**config.mk**
```make
export PLATFORM = sky130hd
export DESIGN_NAME = poisson_pmf_cdf_evaluator_top
export DESIGN_NICKNAME = d
export VERILOG_FILES = /design/src/rtl/ppce_pkg.sv /design/src/rtl/ppce_digit_div.sv /design/src/rtl/poisson_pmf_cdf_evaluator_top.sv
export SDC_FILE = /design/constraint.sdc
export NUM_CORES = 2
export LEC_CHECK = 0
export BUFFER_PORTS_ARGS = -buffer_cell sky130_fd_sc_hd__buf_2
export CORE_MARGIN = 3
export CORE_UTILIZATION = 45
export CTS_CLUSTER_SIZE = 30
export DETAILED_ROUTE_END_ITERATION = 8
export GPL_ROUTABILITY_DRIVEN = 0
export GPL_TIMING_DRIVEN = 0
export HOLD_SLACK_MARGIN = 0.05
export PLACE_DENSITY = 0.67
export SLEW_MARGIN = 0
export SYNTH_ARGS = -nofsm -noshare
export SYNTH_HDL_FRONTEND = slang
export SYNTH_SLANG_ARGS = --single-unit
```
**constraint.sdc**
```tcl
create_clock -name clock -period 34.4 [get_ports clock]
set_clock_uncertainty 0.05 [all_clocks]
set_input_delay 3.44 -clock clock [delete_from_list [all_inputs] [get_ports clock]]
set_output_delay 3.44 -clock clock [all_outputs]
set_load 0.005 [all_outputs]
```
**src/rtl/ppce_pkg.sv**
```systemverilog
// Shared types, constants and the microcode table of the Poisson evaluator.
// Depends on nothing; used by the top, divider, checker and testbench.
`timescale 1ns / 1ps

package ppce_pkg;

   // Field and datapath widths.
   localparam int MAX_K        = 255;
   localparam int K_W          = $clog2(MAX_K + 1);
   localparam int N_W          = K_W + 1;
   localparam int COUNT_W      = 9;
   localparam int RATE_W       = 21;
   localparam int RATE_FRAC    = 16;
   localparam int EXP_W        = 32;
   localparam int OUT_W        = 32;
   localparam int CSR_W        = 32;
   localparam int CSR_INDEX_W  = 1;
   localparam int HALF_W       = 32;
   localparam int TERM_W       = 64;
   localparam int MUL_W        = 2 * HALF_W;
   localparam int PROD_W       = TERM_W + RATE_W;
   localparam int DIVIDEND_W   = PROD_W - RATE_FRAC;

   // Divider: one quotient digit per step.
   localparam int DIV_W        = K_W;
   localparam int DIGIT_W      = 8;
   localparam int DIV_DIGITS   = (DIVIDEND_W + DIGIT_W - 1) / DIGIT_W;
   localparam int DIV_REG_W    = DIV_DIGITS * DIGIT_W;
   localparam int DIV_CNT_W    = $clog2(DIV_DIGITS);

   // Reset values of the registers and the value 1.0 in UQ32.32.
   localparam logic [RATE_W-1:0] RATE_RESET = RATE_W'(65536);
   localparam logic [EXP_W-1:0]  EXP_RESET  = EXP_W'(1580030169);
   localparam logic [TERM_W-1:0] ONE_Q32    = TERM_W'(1) << HALF_W;

   // Register indexes.
   localparam logic [CSR_INDEX_W-1:0] CSR_RATE = 1'b0;
   localparam logic [CSR_INDEX_W-1:0] CSR_EXP  = 1'b1;

   // Microcode steps.
   localparam int STEP_W = 4;
   localparam logic [STEP_W-1:0] STEP_IDLE      = 4'd0;
   localparam logic [STEP_W-1:0] STEP_CHECK     = 4'd1;
   localparam logic [STEP_W-1:0] STEP_MUL_LO    = 4'd2;
   localparam logic [STEP_W-1:0] STEP_MUL_HI    = 4'd3;
   localparam logic [STEP_W-1:0] STEP_ACC       = 4'd4;
   localparam logic [STEP_W-1:0] STEP_DIV_INIT  = 4'd5;
   localparam logic [STEP_W-1:0] STEP_DIV       = 4'd6;
   localparam logic [STEP_W-1:0] STEP_TERM      = 4'd7;
   localparam logic [STEP_W-1:0] STEP_SUM       = 4'd8;
   localparam logic [STEP_W-1:0] STEP_SCALE     = 4'd9;
   localparam logic [STEP_W-1:0] STEP_SCALE_HI  = 4'd10;
   localparam logic [STEP_W-1:0] STEP_SCALE_ADD = 4'd11;
   localparam logic [STEP_W-1:0] STEP_MASS      = 4'd12;
   localparam logic [STEP_W-1:0] STEP_SUM_HI    = 4'd13;
   localparam logic [STEP_W-1:0] STEP_SUM_ADD   = 4'd14;
   localparam logic [STEP_W-1:0] STEP_CUM       = 4'd15;

   // Sequencing condition of a control word.
   typedef enum logic [2:0] {
      COND_NEXT,
      COND_JUMP,
      COND_WAIT_START,
      COND_LOOP_DONE,
      COND_DIV_MORE
   } cond_type;

   // Multiplier operand selection.
   typedef enum logic [2:0] {
      MUL_NONE,
      MUL_RATE_LO,
      MUL_RATE_HI,
      MUL_EXP_TERM_LO,
      MUL_EXP_TERM_HI,
      MUL_EXP_SUM_LO,
      MUL_EXP_SUM_HI
   } mul_sel_type;

   // Accumulator operation.
   typedef enum logic [2:0] {
      ACC_NONE,
      ACC_LOAD_FULL,
      ACC_ADD_SHIFT,
      ACC_LOAD_HIGH,
      ACC_ADD
   } acc_op_type;

   // Other datapath operations.
   typedef enum logic [2:0] {
      OP_NONE,
      OP_DIV_INIT,
      OP_DIV_STEP,
      OP_TERM,
      OP_SUM,
      OP_STORE_MASS,
      OP_STORE_CUM
   } op_type;

   typedef struct packed {
      cond_type          cond;
      logic [STEP_W-1:0] target;
      mul_sel_type       mul_sel;
      acc_op_type        acc_op;
      op_type            op;
   } ucode_word_type;

   // Control group from the sequencer to the divider.
   typedef struct packed {
      logic init;
      logic step;
   } div_ctrl_type;

   // The microprogram: one control word per step.
   function automatic ucode_word_type ucode_rom(input logic [STEP_W-1:0] step);
      ucode_word_type w;
      w = '{cond: COND_NEXT, target: STEP_IDLE, mul_sel: MUL_NONE,
            acc_op: ACC_NONE, op: OP_NONE};
      case (step)
         STEP_IDLE: begin
            w.cond = COND_WAIT_START;
         end
         STEP_CHECK: begin
            w.cond   = COND_LOOP_DONE;
            w.target = STEP_SCALE;
         end
         STEP_MUL_LO: begin
            w.mul_sel = MUL_RATE_LO;
         end
         STEP_MUL_HI: begin
            w.mul_sel = MUL_RATE_HI;
            w.acc_op  = ACC_LOAD_FULL;
         end
         STEP_ACC: begin
            w.acc_op = ACC_ADD_SHIFT;
         end
         STEP_DIV_INIT: begin
            w.op = OP_DIV_INIT;
         end
         STEP_DIV: begin
            w.op     = OP_DIV_STEP;
            w.cond   = COND_DIV_MORE;
            w.target = STEP_DIV;
         end
         STEP_TERM: begin
            w.op = OP_TERM;
         end
         STEP_SUM: begin
            w.op     = OP_SUM;
            w.cond   = COND_JUMP;
            w.target = STEP_CHECK;
         end
         STEP_SCALE: begin
            w.mul_sel = MUL_EXP_TERM_LO;
         end
         STEP_SCALE_HI: begin
            w.mul_sel = MUL_EXP_TERM_HI;
            w.acc_op  = ACC_LOAD_HIGH;
         end
         STEP_SCALE_ADD: begin
            w.acc_op = ACC_ADD;
         end
         STEP_MASS: begin
            w.op      = OP_STORE_MASS;
            w.mul_sel = MUL_EXP_SUM_LO;
         end
         STEP_SUM_HI: begin
            w.mul_sel = MUL_EXP_SUM_HI;
            w.acc_op  = ACC_LOAD_HIGH;
         end
         STEP_SUM_ADD: begin
            w.acc_op = ACC_ADD;
         end
         STEP_CUM: begin
            w.op     = OP_STORE_CUM;
            w.cond   = COND_JUMP;
            w.target = STEP_IDLE;
         end
         default: begin
            w.cond   = COND_JUMP;
            w.target = STEP_IDLE;
         end
      endcase
      return w;
   endfunction

endpackage

```
**src/rtl/ppce_digit_div.sv**
```systemverilog
// Iterative divider of the scaled product by the term index, one 8-bit digit a step.
// Depends on ppce_pkg.
`timescale 1ns / 1ps

module ppce_digit_div (
   input  logic                              clock,
   input  logic                              reset,
   input  ppce_pkg::div_ctrl_type            ctrl,
   input  logic [ppce_pkg::DIVIDEND_W-1:0]   dividend,
   input  logic [ppce_pkg::DIV_W-1:0]        divisor,
   output logic [ppce_pkg::DIV_REG_W-1:0]    quotient,
   output logic                              more
);

   logic [ppce_pkg::DIV_REG_W-1:0] shift_ff, shift_in;
   logic [ppce_pkg::DIV_W-1:0]     rem_ff, rem_in;
   logic [ppce_pkg::DIV_CNT_W-1:0] cnt_ff, cnt_in;
   logic [ppce_pkg::DIV_W-1:0]     rem_step;
   logic [ppce_pkg::DIV_W:0]       trial;
   logic [ppce_pkg::DIGIT_W-1:0]   digit;

   // Restoring division over the top digit of the shift register.
   always_comb begin
      rem_step = rem_ff;
      trial    = '0;
      digit    = '0;
      for (int i = 0; i < ppce_pkg::DIGIT_W; i++) begin
         trial = {rem_step, shift_ff[ppce_pkg::DIV_REG_W-1-i]};
         if (trial >= {1'b0, divisor}) begin
            trial = trial - {1'b0, divisor};
            digit[ppce_pkg::DIGIT_W-1-i] = 1'b1;
         end
         rem_step = trial[ppce_pkg::DIV_W-1:0];
      end
   end

   // Next values: the dividend shifts out as the quotient shifts in.
   always_comb begin
      shift_in = shift_ff;
      rem_in   = rem_ff;
      cnt_in   = cnt_ff;
      if (ctrl.init) begin
         shift_in = ppce_pkg::DIV_REG_W'(dividend);
         rem_in   = '0;
         cnt_in   = '0;
      end else if (ctrl.step) begin
         shift_in = {shift_ff[ppce_pkg::DIV_REG_W-ppce_pkg::DIGIT_W-1:0], digit};
         rem_in   = rem_step;
         cnt_in   = cnt_ff + 1'b1;
      end
   end

   always_ff @(posedge clock) begin
      if (reset) begin
         cnt_ff <= '0;
      end else begin
         cnt_ff <= cnt_in;
      end
   end

   always_ff @(posedge clock) begin
      shift_ff <= shift_in;
      rem_ff   <= rem_in;
   end

   assign quotient = shift_ff;
   assign more     = (cnt_ff != ppce_pkg::DIV_CNT_W'(ppce_pkg::DIV_DIGITS - 1));

endmodule

```
**src/rtl/poisson_pmf_cdf_evaluator_top.sv**
```systemverilog
// Top level of the Poisson mass and cumulative probability evaluator.
// Depends on ppce_pkg and ppce_digit_div.
//
//   Channel   Handshake              Payload
//   request   start / busy           req_event_count
//   response  rsp_valid (strobe)     rsp_mass_prob, rsp_cumulative_prob
//   csr       csr_write_enable       csr_index, csr_write_data
//
// A word with count k >= 0 computes min(k, MAX_K) terms before the response strobe;
// a negative count computes none. Each term costs one step counter
// pass through the microprogram, dominated by nine digit steps of the divider.
// busy is low again in the strobe cycle, so the next word may be taken then.
// Reset returns the step counter to idle and the registers to their defaults.
// The response is shown for one cycle only; the receiver cannot stall it.
`timescale 1ns / 1ps

module poisson_pmf_cdf_evaluator_top (
   input  logic                                clock,
   input  logic                                reset,
   input  logic                                start,
   output logic                                busy,
   input  logic signed [ppce_pkg::COUNT_W-1:0] req_event_count,
   output logic                                rsp_valid,
   output logic [ppce_pkg::OUT_W-1:0]          rsp_mass_prob,
   output logic [ppce_pkg::OUT_W-1:0]          rsp_cumulative_prob,
   input  logic                                csr_write_enable,
   input  logic [ppce_pkg::CSR_INDEX_W-1:0]    csr_index,
   input  logic [ppce_pkg::CSR_W-1:0]          csr_write_data
);

   ppce_pkg::ucode_word_type       uword;
   ppce_pkg::div_ctrl_type         div_ctrl;

   logic [ppce_pkg::STEP_W-1:0]    pc_ff, pc_in;
   logic                           rsp_valid_ff, rsp_valid_in;
   logic [ppce_pkg::RATE_W-1:0]    rate_ff, rate_in;
   logic [ppce_pkg::EXP_W-1:0]     exp_ff, exp_in;
   logic [ppce_pkg::N_W-1:0]       n_ff, n_in;
   logic [ppce_pkg::K_W-1:0]       k_ff, k_in;
   logic                           neg_ff, neg_in;
   logic [ppce_pkg::TERM_W-1:0]    term_ff, term_in;
   logic [ppce_pkg::TERM_W-1:0]    sum_ff, sum_in;
   logic [ppce_pkg::MUL_W-1:0]     mul_ff, mul_in;
   logic [ppce_pkg::PROD_W-1:0]    prod_ff, prod_in;
   logic [ppce_pkg::OUT_W-1:0]     mass_ff, mass_in;
   logic [ppce_pkg::OUT_W-1:0]     cum_ff, cum_in;

   logic                           accept;
   logic                           loop_done;
   logic                           div_more;
   logic [ppce_pkg::DIV_REG_W-1:0] quotient;
   logic [ppce_pkg::HALF_W-1:0]    mul_a, mul_b;
   logic [ppce_pkg::TERM_W:0]      sum_wide;
   logic [ppce_pkg::OUT_W-1:0]     scaled;

   // Control word of the current step.
   assign uword     = ppce_pkg::ucode_rom(pc_ff);
   assign busy      = (pc_ff != ppce_pkg::STEP_IDLE);
   assign accept    = start && !busy;
   assign loop_done = neg_ff || (n_ff > {1'b0, k_ff});

   // Step counter with conditional jumps.
   always_comb begin
      pc_in = pc_ff + 1'b1;
      case (uword.cond)
         ppce_pkg::COND_NEXT:       pc_in = pc_ff + 1'b1;
         ppce_pkg::COND_JUMP:       pc_in = uword.target;
         ppce_pkg::COND_WAIT_START: pc_in = accept ? pc_ff + 1'b1 : pc_ff;
         ppce_pkg::COND_LOOP_DONE:  pc_in = loop_done ? uword.target : pc_ff + 1'b1;
         ppce_pkg::COND_DIV_MORE:   pc_in = div_more ? uword.target : pc_ff + 1'b1;
         default:                   pc_in = ppce_pkg::STEP_IDLE;
      endcase
   end

   // Configuration registers.
   always_comb begin
      rate_in = rate_ff;
      exp_in  = exp_ff;
      if (csr_write_enable) begin
         case (csr_index)
            ppce_pkg::CSR_RATE: rate_in = csr_write_data[ppce_pkg::RATE_W-1:0];
            ppce_pkg::CSR_EXP:  exp_in  = csr_write_data[ppce_pkg::EXP_W-1:0];
            default: begin
               rate_in = rate_ff;
               exp_in  = exp_ff;
            end
         endcase
      end
   end

   // Shared 32 by 32 multiplier and its operand selection.
   always_comb begin
      mul_a = '0;
      mul_b = '0;
      case (uword.mul_sel)
         ppce_pkg::MUL_RATE_LO: begin
            mul_a = term_ff[ppce_pkg::HALF_W-1:0];
            mul_b = ppce_pkg::HALF_W'(rate_ff);
         end
         ppce_pkg::MUL_RATE_HI: begin
            mul_a = term_ff[ppce_pkg::TERM_W-1:ppce_pkg::HALF_W];
            mul_b = ppce_pkg::HALF_W'(rate_ff);
         end
         ppce_pkg::MUL_EXP_TERM_LO: begin
            mul_a = term_ff[ppce_pkg::HALF_W-1:0];
            mul_b = exp_ff;
         end
         ppce_pkg::MUL_EXP_TERM_HI: begin
            mul_a = term_ff[ppce_pkg::TERM_W-1:ppce_pkg::HALF_W];
            mul_b = exp_ff;
         end
         ppce_pkg::MUL_EXP_SUM_LO: begin
            mul_a = sum_ff[ppce_pkg::HALF_W-1:0];
            mul_b = exp_ff;
         end
         ppce_pkg::MUL_EXP_SUM_HI: begin
            mul_a = sum_ff[ppce_pkg::TERM_W-1:ppce_pkg::HALF_W];
            mul_b = exp_ff;
         end
         default: begin
            mul_a = '0;
            mul_b = '0;
         end
      endcase
   end

   assign mul_in = mul_a * mul_b;

   // Accumulator that joins the two partial products.
   always_comb begin
      prod_in = prod_ff;
      case (uword.acc_op)
         ppce_pkg::ACC_NONE:      prod_in = prod_ff;
         ppce_pkg::ACC_LOAD_FULL: prod_in = ppce_pkg::PROD_W'(mul_ff);
         ppce_pkg::ACC_ADD_SHIFT:
            prod_in = prod_ff + ppce_pkg::PROD_W'({mul_ff, {ppce_pkg::HALF_W{1'b0}}});
         ppce_pkg::ACC_LOAD_HIGH:
            prod_in = ppce_pkg::PROD_W'(mul_ff[ppce_pkg::MUL_W-1:ppce_pkg::HALF_W]);
         ppce_pkg::ACC_ADD:       prod_in = prod_ff + ppce_pkg::PROD_W'(mul_ff);
         default:                 prod_in = prod_ff;
      endcase
   end

   // Divider control and the scaled output, saturated and forced to zero when negative.
   assign div_ctrl.init = (uword.op == ppce_pkg::OP_DIV_INIT);
   assign div_ctrl.step = (uword.op == ppce_pkg::OP_DIV_STEP);
   assign sum_wide      = {1'b0, sum_ff} + {1'b0, term_ff};

   always_comb begin
      if (neg_ff) begin
         scaled = '0;
      end else if (|prod_ff[ppce_pkg::PROD_W-1:ppce_pkg::OUT_W]) begin
         scaled = '1;
      end else begin
         scaled = prod_ff[ppce_pkg::OUT_W-1:0];
      end
   end

   // Term, sum, loop index and result registers.
   always_comb begin
      term_in      = term_ff;
      sum_in       = sum_ff;
      n_in         = n_ff;
      k_in         = k_ff;
      neg_in       = neg_ff;
      mass_in      = mass_ff;
      cum_in       = cum_ff;
      rsp_valid_in = 1'b0;
      if (accept) begin
         term_in = ppce_pkg::ONE_Q32;
         sum_in  = ppce_pkg::ONE_Q32;
         n_in    = ppce_pkg::N_W'(1);
         neg_in  = req_event_count[ppce_pkg::COUNT_W-1];
         if (int'(req_event_count[ppce_pkg::COUNT_W-2:0]) > ppce_pkg::MAX_K) begin
            k_in = ppce_pkg::K_W'(ppce_pkg::MAX_K);
         end else begin
            k_in = ppce_pkg::K_W'(req_event_count[ppce_pkg::COUNT_W-2:0]);
         end
      end
      case (uword.op)
         ppce_pkg::OP_TERM: begin
            if (|quotient[ppce_pkg::DIV_REG_W-1:ppce_pkg::TERM_W]) begin
               term_in = '1;
            end else begin
               term_in = quotient[ppce_pkg::TERM_W-1:0];
            end
         end
         ppce_pkg::OP_SUM: begin
            sum_in = sum_wide[ppce_pkg::TERM_W] ? '1 : sum_wide[ppce_pkg::TERM_W-1:0];
            n_in   = n_ff + 1'b1;
         end
         ppce_pkg::OP_STORE_MASS: begin
            mass_in = scaled;
         end
         ppce_pkg::OP_STORE_CUM: begin
            cum_in       = scaled;
            rsp_valid_in = 1'b1;
         end
         default: begin
            rsp_valid_in = 1'b0;
         end
      endcase
   end

   // Control registers.
   always_ff @(posedge clock) begin
      if (reset) begin
         pc_ff        <= ppce_pkg::STEP_IDLE;
         rsp_valid_ff <= 1'b0;
         rate_ff      <= ppce_pkg::RATE_RESET;
         exp_ff       <= ppce_pkg::EXP_RESET;
         n_ff         <= '0;
         k_ff         <= '0;
         neg_ff       <= 1'b0;
      end else begin
         pc_ff        <= pc_in;
         rsp_valid_ff <= rsp_valid_in;
         rate_ff      <= rate_in;
         exp_ff       <= exp_in;
         n_ff         <= n_in;
         k_ff         <= k_in;
         neg_ff       <= neg_in;
      end
   end

   // Datapath registers.
   always_ff @(posedge clock) begin
      term_ff <= term_in;
      sum_ff  <= sum_in;
      prod_ff <= prod_in;
      mass_ff <= mass_in;
      cum_ff  <= cum_in;
      if (uword.mul_sel != ppce_pkg::MUL_NONE) begin
         mul_ff <= mul_in;
      end
   end

   ppce_digit_div u_div (
      .clock    (clock),
      .reset    (reset),
      .ctrl     (div_ctrl),
      .dividend (prod_ff[ppce_pkg::PROD_W-1:ppce_pkg::RATE_FRAC]),
      .divisor  (n_ff[ppce_pkg::DIV_W-1:0]),
      .quotient (quotient),
      .more     (div_more)
   );

   assign rsp_valid           = rsp_valid_ff;
   assign rsp_mass_prob       = mass_ff;
   assign rsp_cumulative_prob = cum_ff;

endmodule

```
## Word-level counts from Yosys, hierarchy flattened

Index checks and enable logic that the tools add are counted.

| cells by class | value |
|---|---|
| reduce and logical (&&, ||, !) cells | 23 |
| eq/ne operators | 37 |
| $mul | 1 |
| bitwise gates (word level) | 1 |
| order comparisons | 9 |
| add/sub/neg operators | 14 |
| multiplexer cells | 40 |

Operator list:

| cell | number |
|---|---|
| 85-bit one-hot mux with 4 select lines | 1 |
| 64-bit two-way mux | 5 |
| 69-bit two-way mux | 2 |
| 32-bit one-hot mux with 4 select lines | 1 |
| 85-bit by 64-bit adder with 85-bit output | 1 |
| 85-bit adder | 1 |
| 9-bit by 8-bit greater-or-equal comparator with 1-bit output | 8 |
| 64-bit by 64-bit adder with 65-bit output | 1 |
| 32-bit by 32-bit multiplier with 64-bit output | 1 |
| 32-bit two-way mux | 2 |
| 8-bit two-way mux | 8 |
| 32-bit one-hot mux with 2 select lines | 1 |
| 8-bit subtractor | 8 |
| 53-bit OR reduction | 1 |
| 3-bit one-hot mux with 6 select lines | 2 |
| 4-bit equality test, second input constant | 8 |
| 3-bit by 2-bit equality test with 1-bit output, second input constant | 8 |
| 3-bit equality test, second input constant | 8 |
| 3-bit one-hot mux with 4 select lines | 2 |
| 4-bit one-hot mux with 5 select lines | 1 |
| 9-bit two-way mux | 2 |
| 4-bit by 3-bit equality test with 1-bit output, second input constant | 4 |
| 2-bit OR reduction | 7 |
| 3-bit by 1-bit equality test with 1-bit output, second input constant | 4 |
| 22 further kinds | 38 |

| storage, ports and cells | value |
|---|---|
| logic and storage cells | 142 |
| bits in registers | 501 |
| input bits | 46 |

## Depth between registers and ports, before layout

| depth | value |
|---|---|
| word-level depth | 18 |
| mapped depth | 96 |
| mapped depth without buffers | 91 |

## Hierarchy

From an unflattened synthesis, not the netlist that was laid out.

| unflattened totals | value |
|---|---|
| cells, all modules | 7343 |
| area total of the unflattened synthesis | 66937.9 µm² |

Modules (own cells, without submodules):

| module | area each (µm²) | cells each | times used |
|---|---|---|---|
| poisson_pmf_cdf_evaluator_top | 59677.2 | 6637 | 1 |
| ppce_digit_div | 7260.7 | 706 | 1 |

## Least setup slack after synthesis

Ideal clock, no wire load.

| timing path | value |
|---|---|
| path kind | reg2reg |
| start point | register n_ff[1] (netlist bit) |
| end point | register u_div.rem_ff[6] (netlist bit) |
| slack | 16.847 ns |
| arrival | 17.387 ns |
| stages on the path, launching flop included | 91 |
| path through | dfxtp_1 inv_1 ha_1 nor2b_1 o21ai_2 a31oi_4 or2_1 buf_6 o21ai_0 inv_1 ha_1 nor2b_1 o31a_1 o21a_1 o21a_1 o32a_1 nor3_4 mux2_2 [55 not listed] a21o_1 a211o_1 or2_0 buf_2 and3_4 a221oi_4 ha_1 a21o_1 a21oi_1 o21bai_1 a21o_1 a21oi_1 o21ai_0 a21oi_1 o31a_1 o211a_4 o32ai_1 a31o_1 |

| between the ends | value |
|---|---|
| longest elaborated chain between the ends | 16 |
| elaborated cells between the ends (all ways) | 24 |

RTL lines:

| element | RTL line | text |
|---|---|---|
| from (decl) | poisson_pmf_cdf_evaluator_top.sv:38 | `logic [ppce_pkg::N_W-1:0] n_ff, n_in;` |
| from (signal assigned) | poisson_pmf_cdf_evaluator_top.sv:220 | `n_ff <= n_in;` |
| 8-bit subtractor or 9-bit by 8-bit greater-or-equal comparator with 1-bit output (tied branches) | ppce_digit_div.sv:30, ppce_digit_div.sv:29 |  |
| 8-bit two-way mux | ppce_digit_div.sv:29 | `if (trial >= {1'b0, divisor}) begin` |
| 8-bit subtractor or 9-bit by 8-bit greater-or-equal comparator with 1-bit output (tied branches) | ppce_digit_div.sv:30, ppce_digit_div.sv:29 |  |
| 8-bit two-way mux | ppce_digit_div.sv:29 |  |
| 8-bit subtractor or 9-bit by 8-bit greater-or-equal comparator with 1-bit output (tied branches) | ppce_digit_div.sv:30, ppce_digit_div.sv:29 |  |
| 8-bit two-way mux | ppce_digit_div.sv:29 |  |
| 8-bit subtractor or 9-bit by 8-bit greater-or-equal comparator with 1-bit output (tied branches) | ppce_digit_div.sv:30, ppce_digit_div.sv:29 |  |
| 8-bit two-way mux | ppce_digit_div.sv:29 |  |
| 8-bit subtractor or 9-bit by 8-bit greater-or-equal comparator with 1-bit output (tied branches) | ppce_digit_div.sv:30, ppce_digit_div.sv:29 |  |
| 8-bit two-way mux | ppce_digit_div.sv:29 |  |
| 8-bit subtractor or 9-bit by 8-bit greater-or-equal comparator with 1-bit output (tied branches) | ppce_digit_div.sv:30, ppce_digit_div.sv:29 |  |
| 8-bit two-way mux | ppce_digit_div.sv:29 |  |
| 8-bit subtractor or 9-bit by 8-bit greater-or-equal comparator with 1-bit output (tied branches) | ppce_digit_div.sv:30, ppce_digit_div.sv:29 |  |
| 8-bit two-way mux | ppce_digit_div.sv:29 |  |
| 9-bit by 8-bit greater-or-equal comparator with 1-bit output or 8-bit subtractor (tied branches) | ppce_digit_div.sv:29, ppce_digit_div.sv:30 |  |
| 8-bit two-way mux * | ppce_digit_div.sv:29 |  |
| to (signal assigned) | ppce_digit_div.sv:63 | `rem_ff <= rem_in;` |
| to (decl) | ppce_digit_div.sv:16 | `logic [ppce_pkg::DIV_W-1:0] rem_ff, rem_in;` |

Every way passes the cells marked *; elsewhere a longest branch is shown, timed or not.
A chain may end at the register's enable or synchronous reset.

## Worst setup path in the final report

| timing path | value |
|---|---|
| start point | register n_ff[1] (netlist bit) |
| end point | register u_div.shift_ff (netlist bit u_div.quotient[0]) (data pin) |

| between the ends | value |
|---|---|
| longest elaborated chain between the ends | 18 |
| elaborated cells between the ends (all ways) | 25 |

RTL lines:

| element | RTL line | text |
|---|---|---|
| 8-bit subtractor or 9-bit by 8-bit greater-or-equal comparator with 1-bit output (tied branches) | ppce_digit_div.sv:30, ppce_digit_div.sv:29 |  |
| 8-bit two-way mux | ppce_digit_div.sv:29 |  |
| 8-bit subtractor or 9-bit by 8-bit greater-or-equal comparator with 1-bit output (tied branches) | ppce_digit_div.sv:30, ppce_digit_div.sv:29 |  |
| 8-bit two-way mux | ppce_digit_div.sv:29 |  |
| 8-bit subtractor or 9-bit by 8-bit greater-or-equal comparator with 1-bit output (tied branches) | ppce_digit_div.sv:30, ppce_digit_div.sv:29 |  |
| 8-bit two-way mux | ppce_digit_div.sv:29 |  |
| 8-bit subtractor or 9-bit by 8-bit greater-or-equal comparator with 1-bit output (tied branches) | ppce_digit_div.sv:30, ppce_digit_div.sv:29 |  |
| 8-bit two-way mux | ppce_digit_div.sv:29 |  |
| [3 not listed] | -- |  |
| 8-bit two-way mux | ppce_digit_div.sv:29 |  |
| 8-bit subtractor or 9-bit by 8-bit greater-or-equal comparator with 1-bit output (tied branches) | ppce_digit_div.sv:30, ppce_digit_div.sv:29 |  |
| 8-bit two-way mux | ppce_digit_div.sv:29 |  |
| 9-bit by 8-bit greater-or-equal comparator with 1-bit output * | ppce_digit_div.sv:29 |  |
| 1-bit two-way mux * | ppce_digit_div.sv:29 |  |
| 69-bit two-way mux * | ppce_digit_div.sv:46 | `end else if (ctrl.step) begin` |
| 69-bit two-way mux * | ppce_digit_div.sv:42 | `if (ctrl.init) begin` |
| net u_div.shift_in (one bit) | ppce_digit_div.sv:15 | `logic [ppce_pkg::DIV_REG_W-1:0] shift_ff, shift_in;` |
| to (signal assigned) | ppce_digit_div.sv:62 | `shift_ff <= shift_in;` |
| to (decl) | ppce_digit_div.sv:15 |  |

Mark *: on every way through the listed nets, which the timed path passes. The rest lies on a longest branch. The select of a mux whose other input is x is not followed.

==> impl_metrics.toml <==
[run_status]
status = "complete, but fails checks"
failed_checks = "design-rule violations, max-capacitance violations, max-slew violations"

[final_layout]
nNetsFinal = 8907
layout-drive-gt1-share = 0.0460
area_growth_pct = 8.52

[sta]
fin_crit_ns = 21.76
fin_setup_tns_ns = 0
rsz0062_at_grt = "false"
max-slew-margin-rel = -0.0852
worst_pin_slew_ns = 1.63
hold_viol_final = 0
setup_violations = 0
max_freq_ghz = 0.0459
post-route-period-util = 0.633
final_max_slew_viol_count = 4

[logic_synthesis]
synth_fa_ha_area_frac = 0.377
muxShareOfSynthArea = 0.00543
syn_avg_cell_area_sq_um = 9.07
synthCells = 7218
async_flop_share = 0
synth_compound_area_frac = 0.138
ys.flop_type = "edfxtp_1"
synth_top_family_by_area = "adder cells"
yosys_warnings = 0
synth_xor_xnor_area_share = 0.0387
synth_area_sq_um = 65500
synth-simple-area-share = 0.143
synth_enable_flop_cells = 410
syn_nets = 8693
seq_area_frac_synth = 0.216
synth.distinct_cells = 101
synth-seq-cells = 501

[critical_path]
crit_slowest_cell = "dfxtp_1"
worstSetupPathType = "register to register"
cp-start-kind = "register"
critPathMaxStageDelay_ns = 0.95
cp-end-kind = "register"
crit_path_max_fanout = 11
cp.arrival_ns = 22.11
cpMostUsedCell = "a21oi_1"
required_ns = 34.74

[route]
drt_pass1_iterations = 9
post_drt_via_cell_ratio = 6.03
vias = 56685
detail_route.iter0.violations = 7164
wl_microns = 245000
antenna_left = 0
routedWlPerCell_microns = 26.0
drcViolationCount = 71

[clock_network]
clk_path_buf_depth = 3
clk_latency_ns = 0.68
cts_hold_buf = 0
clk_pin_slew_ns = 0.06
post_cts_buffers = 0
numCtsBuffers = 57
cts_root_buf = "clkbuf_16"
htree_num_levels = 2
cts_tree = "done"
cts_num_sinks = 501
cts_resized = 0

[worst_hold_path]
hold_class = "register to register"

[placement]
io_buffers = 110
dp_hpwl_microns = 197000

[floorplanning]
core_area_sq_um = 144000
row_count = 139
chipWidth_microns = 387
io_pins = 112
start_util = 0.455
die_h_microns = 387
fp.dieArea_sq_um = 150000

[grt]
grt.overflow.total = 0
grt_max_degree = 74
grt_pass1_vias = 55272
antenna_found_initial = 12
grt_first_pass_wirelength_microns = 358000
track_usage = 0.322

[job]
drv_cap = 1
critical path, delay by kind of cell (launching register included):
family / cells / cell delay (ns)
mux: 3 / 1.24
simple gates: 16 / 2.47
buf+inv: 10 / 2.16
compound gates: 53 / 11.83
fa+ha+maj: 8 / 2.74
flops: 1 / 0.95
synthesized netlist by cell type (all sizes together) (46+ instances only):
master	count	area, sq um
a21o	154	1160
a21oi	385	1940
a221oi	51	464
a22o	53	464
a22oi	50	375
clkbuf	306	1150
dfxtp	91	1820
edfxtp	410	12300
fa	907	18200
ha	522	6530
inv	1078	4050
nand2	1281	4810
nand2b	46	288
nand3	81	410
nor2	486	1830
nor2b	46	288
nor3	49	257
o21a	112	841
o21ai	212	1060
xnor2	173	1520
xor2	116	1020
flip-flops by register name (all words and copies together), names as in the netlist, 9 cells and up:
signal and flops:
prod_ff 85, u_div.quotient 72, mul_ff 64, sum_ff 64, term_ff 64, exp_ff 32, rsp_cumulative_prob 32, rsp_mass_prob 32
rate_ff 21, n_ff 9
layer usage:
metal,share of wire,global-route usage
met1,0.37,0.407
met2,0.40,0.447
met5,0.0018,0.0179
met3,0.15,0.140
met4,0.081,0.202
kinds of logic after synthesis:
| logic type | count (synthesis) |
|---|---|
| AO/OA/AOI/OAI | 1340 |
| XOR/XNOR | 289 |
| adder cells (fa/ha/maj) | 1429 |
| buffers and inverters | 1422 |
| flip-flops | 501 |
| multiplexers | 31 |
| AND/OR/NAND/NOR | 2206 |
path summary, 6_finish.rpt:
kind	slack (ns)	cells after the start	start	end
setup reg to reg	12.64	90	n_ff[1]$_SDFFE_PP0P_	u_div.quotient[0]$_DFFE_PP_
hold / removal	0.41	2	k_ff[6]$_SDFFE_PP0P_	k_ff[6]$_SDFFE_PP0P_
hold reg to reg	0.41	2	k_ff[6]$_SDFFE_PP0P_	k_ff[6]$_SDFFE_PP0P_
setup / recovery	12.64	90	n_ff[1]$_SDFFE_PP0P_	u_div.quotient[0]$_DFFE_PP_
layout make-up:
type / count / area [sq um]
Multi-Input combinational cell: 5295 / 46200
Clock buffer: 68 / 1520
Tap cell: 1903 / 2380
Clock inverter: 33 / 300
Buffer: 344 / 1320
Antenna cell: 17 / 42.5
Timing Repair Buffer: 155 / 1080
Sequential cell: 501 / 14100
Inverter: 1078 / 4050
Fill cell: 13443 / 73000
layout by cell type (no fill, tap or decap), types with 28 or more instances in the layout:
cell type	synthesis	final
nand2_1	1280	1279
o22ai_1	29	28
inv_1	1078	1077
buf_2	2	115
clkbuf_1	306	313
a211oi_1	31	31
a22o_1	53	53
fa_1	907	907
edfxtp_1	410	410
a21oi_1	383	383
ha_1	522	522
xor2_1	116	116
a21o_1	154	154
nor3_1	48	47
xnor2_1	173	173
nand3_1	80	80
dfxtp_1	91	91
a22oi_1	50	50
and2_1	41	40
and3_1	37	37
clkbuf_16	0	59
nand4_1	42	42
a221o_1	40	40
buf_1	32	32
o21bai_1	36	35
nand2b_1	46	46
o21ai_0	204	203
nor2_1	484	483
o21a_1	112	112
nor2b_1	46	46
per-stage QoR:
step	worst slack [ns]	instance area [sq um]	hold WS (ns)	util	instances
floorplan	16.85	65500	0.379	-	7218
global placement	13.29	68400	0.394	0.475	9231
detailed placement	13.08	69100	0.400	0.480	9273
CTS	12.93	71000	0.406	0.493	9374
global route	11.13	71000	0.422	0.493	9383
finish	12.64	71000	0.406	0.493	9394
Power is left out: the tool's default activity adds up to more than one toggle a clock period on the data nets, which glitch-free logic cannot reach.
